[src/rtl/lli_div.sv]
module lli_div #(
	parameter int DIVIDEND_W = 32,
	parameter int QUOT_W     = 31,
	parameter int DIVISOR_W  = 16,
	parameter int TAG_W      = 1
) (
	input  logic                  clk,
	input  logic                  arst_n,
	input  logic                  en,
	input  logic                  in_valid,
	input  logic [DIVIDEND_W-1:0] dividend,
	input  logic [DIVISOR_W-1:0]  divisor,
	input  logic [TAG_W-1:0]      tag_in,
	output logic                  out_valid,
	output logic [QUOT_W-1:0]     quotient,
	output logic [DIVISOR_W-1:0]  remainder,
	output logic [TAG_W-1:0]      tag_out
);

	// one quotient bit per stage; the bits above QUOT_W must already be below the divisor
	logic                 vld_s [QUOT_W];
	logic [DIVISOR_W-1:0] rem_s [QUOT_W];
	logic [QUOT_W-1:0]    wrk_s [QUOT_W];
	logic [TAG_W-1:0]     tag_s [QUOT_W];

	for (genvar k = 0; k < QUOT_W; k++) begin : g_stage
		logic                 cur_vld;
		logic [DIVISOR_W-1:0] cur_rem;
		logic [QUOT_W-1:0]    cur_wrk;
		logic [TAG_W-1:0]     cur_tag;
		logic [DIVISOR_W:0]   trial;
		logic                 fit;

		if (k == 0) begin : g_first
			assign cur_vld = in_valid;
			assign cur_rem = DIVISOR_W'(dividend[DIVIDEND_W-1:QUOT_W]);
			assign cur_wrk = dividend[QUOT_W-1:0];
			assign cur_tag = tag_in;
		end else begin : g_next
			assign cur_vld = vld_s[k-1];
			assign cur_rem = rem_s[k-1];
			assign cur_wrk = wrk_s[k-1];
			assign cur_tag = tag_s[k-1];
		end

		assign trial = {cur_rem, cur_wrk[QUOT_W-1]};
		assign fit   = trial >= {1'b0, divisor};

		always_ff @(posedge clk or negedge arst_n) begin
			if (!arst_n) begin
				vld_s[k] <= 1'b0;
			end else if (en) begin
				vld_s[k] <= cur_vld;
			end
		end

		always_ff @(posedge clk) begin
			if (en) begin
				rem_s[k] <= fit ? DIVISOR_W'(trial - {1'b0, divisor}) : trial[DIVISOR_W-1:0];
				wrk_s[k] <= {cur_wrk[QUOT_W-2:0], fit};
				tag_s[k] <= cur_tag;
			end
		end
	end

	assign out_valid = vld_s[QUOT_W-1];
	assign quotient  = wrk_s[QUOT_W-1];
	assign remainder = rem_s[QUOT_W-1];
	assign tag_out   = tag_s[QUOT_W-1];

endmodule

[config.mk]
export PLATFORM = sky130hd
export DESIGN_NAME = lli_div
export DESIGN_NICKNAME = d
export VERILOG_FILES = /design/src/rtl/lli_div.sv
export SDC_FILE = /design/constraint.sdc
export NUM_CORES = 2
export LEC_CHECK = 0
export BUFFER_PORTS_ARGS = -buffer_cell sky130_fd_sc_hd__buf_2
export CAP_MARGIN = 10
export CORE_MARGIN = 1
export CORE_UTILIZATION = 45
export DETAILED_ROUTE_END_ITERATION = 6
export MAX_ROUTING_LAYER = met4
export PLACE_DENSITY_LB_ADDON = 0.1
export SLEW_MARGIN = 20
export SYNTH_ARGS = -nofsm -noshare
export SYNTH_HDL_FRONTEND = slang
export SYNTH_SLANG_ARGS = --single-unit
[constraint.sdc]
create_clock -name clk -period 3.36 [get_ports clk]
set_clock_uncertainty 0.05 [all_clocks]
set_input_delay 0.168 -clock clk [delete_from_list [all_inputs] [get_ports clk]]
set_output_delay 0.168 -clock clk [all_outputs]
set_load 0.01 [all_outputs]
==> impl_metrics.py <==
metrics = {
    "synthesis": {
        "synth_top_family_by_area": "compound AO/OA/AOI/OAI gates",
        "synth_mux_area_frac": 0.0491,
        "yosys_warnings": 0,
        "syn_area_um2": 72400,
        "synth_seq_cells": 1519,
        "synth.most_common_cell": "edfxtp_1",
        "syn-num-nets": 5811,
        "yosys.area.top_type": "edfxtp_1",
        "synth_edf_count": 1488,
        "netlist_top_cells_count": "1488 x edfxtp_1, 482 x ha_1, 337 x a21oi_1",
        "synthAdderAreaFrac": 0.0918,
        "ys_top_cells_by_area": "edfxtp_1 62%, ha_1 8.3%, mux2_2 3.9%",
        "ys_types": 80,
        "synth-compound-area-share": 0.0999,
        "ys.flop_type": "edfxtp_1",
        "postSynthCellCount": 5245,
        "synthArstFlopShare": 0.0204,
        "synth_top_area_share": 0.617,
        "synth-seq-area-share": 0.628,
        "yosys.area_share.simple": 0.0757,
        "avgSynthCellArea_um2": 13.8,
        "synth_xor_area_frac": 0.0412,
    },
    "critical_path": {
        "required_ns": 3.81,
        "reg2reg_to": "rem_s[1][46]",
        "cp_max_fo": 9,
        "endpoint_kind": "register",
        "crit_start": "rem_s[1][16]",
        "r2r_slack_ns": 0.13,
        "startpoint_type": "register",
        "arrival_ns": 3.68,
        "ff2ff_path_depth": 11,
        "path_class": "register to register",
        "r2r_start": "rem_s[1][16]",
    },
    "global_routing": {
        "track_usage": 0.190,
        "grt-ovfl-total": 0,
        "grt_max_degree": 149,
        "antenna_found_initial": 4,
        "grt_pass1_vias": 42961,
        "grt_pass1_wl_mm": 236,
    },
    "route": {
        "drtPass1Iterations": 6,
        "route.detailed.drc": 0,
        "via_count": 43843,
        "routed_via_density": 5.25,
        "wl_mm": 151,
        "post_drt_wl_per_cell_um": 18.1,
        "antenna_left": 0,
        "dr.first_iter.drc_count": 2825,
    },
    "layout": {
        "final_core_util": 0.545,
        "stdcell_count": 8346,
        "areaGrowthSynthToFinish_pct": 19.8,
        "drive_gt1_frac": 0.202,
        "final_nets": 6626,
    },
    "clock_tree": {
        "root_buffer": "clkbuf_16",
        "cts_tree": "done",
        "clock_latency_ns": 0.77,
        "cts_buffer_depth": 3,
        "cts_num_sinks": 1519,
        "numCtsBuffers": 167,
        "clkSlewWorstSetupHoldPaths_ns": 0.06,
        "htreeDepth": 4,
    },
    "die": {
        "fp.dieH_um": 403,
        "pin_count": 102,
        "rows": 146,
        "dieArea_um2": 163000,
        "start_util": 0.455,
        "die_x_um": 403,
        "core_um2": 159000,
    },
    "sta": {
        "relSlewSlack": 0.384,
        "fin_crit_ns": 3.23,
        "max_freq_mhz": 309,
        "finalSetupTns_ns": 0,
        "rsz0062_at_grt": "yes",
        "finalSetupViolCount": 0,
        "finalHoldViolCount": 0,
        "worstMarginPinSlew_ns": 0.923,
        "timing.hold.ws_ns": 0.0574,
        "drv_slew": 0,
        "min_period_over_period": 0.962,
    },
    "worst_hold_path": {
        "min_path_type": "input pin to register",
        "holdPathStages": 2,
        "hold-path-endpoint": "wrk_s[0][5]",
        "min-delay-start": "dividend[4]",
    },
    "placement": {
        "dp_cells": 7973,
        "portBuffers": 101,
        "dpl.hpwl_mm": 105,
        "routabilityCongestion": 0.904,
    },
    "run_status": {
        "status": "finished, final reports clean",
    },
    "pwr": {
        "pwr_density_cell_nw_per_um2": 929,
        "power.leakage_uw": 0.0334,
        "ir_worst_vdd_mv": 0.611,
    },
    "flow_run": {
        "maxCapViolCount": 0,
    },
}
## cell type report
class                   count  area [µm²]
clock buffers             200        4350
fillers                 13144       72400
clock inverters           108        1120
well taps                2146        2690
repair buffers            715        6100
multi-input cells        3452       26200
diodes                      1        2.50
flip-flops and latches   1519       45500
inverters                 205         796
## report_power, final
group | switching (µW) | total [µW] | internal [µW]
combinational | 16200 | 33100 | 16900
sequential | 2340 | 29400 | 27100
clock | 7520 | 18100 | 10500
total | 26100 | 80600 | 54500
## kinds of logic (layout without fill, tap and decap cells)
kind of cell	count (synthesis)	after routing
multiplexers	321	321
buffers and inverters	274	1228
XOR/XNOR	341	341
flip-flops	1519	1519
AO/OA/AOI/OAI	1152	1152
adder cells (fa/ha/maj)	513	513
AND/OR/NAND/NOR	1125	1125
other	0	1
## critical path, cell delays in order (launching register included)
cell and delay, ns:
edfxtp_1 0.43, ha_4 0.26, nor2b_1 0.13, o31a_1 0.27, o31a_1 0.27, o21ai_2 0.15
nor2b_1 0.08, o21a_1 0.18, o31a_1 0.27, nor4_4 0.30, buf_4 0.24, mux2_1 0.34
## metrics by stage
step / cell area, µm² / total power, µW / setup slack, ns
floorplan: 72700 / 51600 / -0.185
global placement: 80500 / 62100 / -0.407
detailed placement: 80500 / 62600 / -0.412
CTS: 86700 / 81200 / 0.00176
global route: 86700 / 86000 / -0.00480
finish: 86700 / 80600 / 0.128
## state kept, by name, indices dropped and copies added, names as in the netlist
signal	flops
g_stage.cur_vld	30
out_valid	1
rem_s	496
tag_s	31
wrk_s	961
## worst max path at each step
stage	end	slack [ns]	cells after the start
after global placement	rem_s[1][174]	-0.41	13
final	rem_s[1][46]	0.13	11
after detailed placement	rem_s[1][174]	-0.41	13
after global routing	rem_s[1][221]	-0.005	12
after CTS	rem_s[1][83]	0.002	13
after floorplan	rem_s[1][40]	-0.19	12
## placed cells by master, fill, tap and decap left out, types with 28 or more instances in the layout
| cell type | count |
|---|---|
| buf_4 | 489 |
| nor2_1 | 296 |
| mux2i_1 | 49 |
| nand4_1 | 63 |
| clkinv_1 | 35 |
| a21oi_1 | 330 |
| clkbuf_1 | 29 |
| nor3_1 | 89 |
| edfxtp_1 | 1488 |
| and3_1 | 28 |
| dfrtp_1 | 31 |
| o21a_1 | 70 |
| buf_2 | 99 |
| clkbuf_16 | 168 |
| fa_1 | 31 |
| xor2_1 | 131 |
| nor2b_1 | 93 |
| a21o_1 | 129 |
| mux2_2 | 254 |
| nand2_1 | 290 |
| buf_12 | 66 |
| o21ai_0 | 283 |
| nand3_1 | 76 |
| dlygate4sd3_1 | 60 |
| nand2b_1 | 73 |
| ha_1 | 472 |
| inv_1 | 195 |
| xnor2_1 | 210 |
| a31oi_1 | 51 |
| o31ai_1 | 39 |
## per-layer routing
metal  track usage  wire (µm)
met2         0.305      71600
met5             -          0
met1         0.253      69700
met3        0.0289       6010
met4        0.0502       3520
## what timing repair did
action | in CTS | in global routing
endpoints found under the setup margin | 15 | 90
hold endpoints to repair | 159 | 0
hold buffers | 61 | 0
buffers inserted | 1 | 2
pin swaps | 1 | 8
resized for setup | 1 | 25
(Power assumes the default switching activity.)
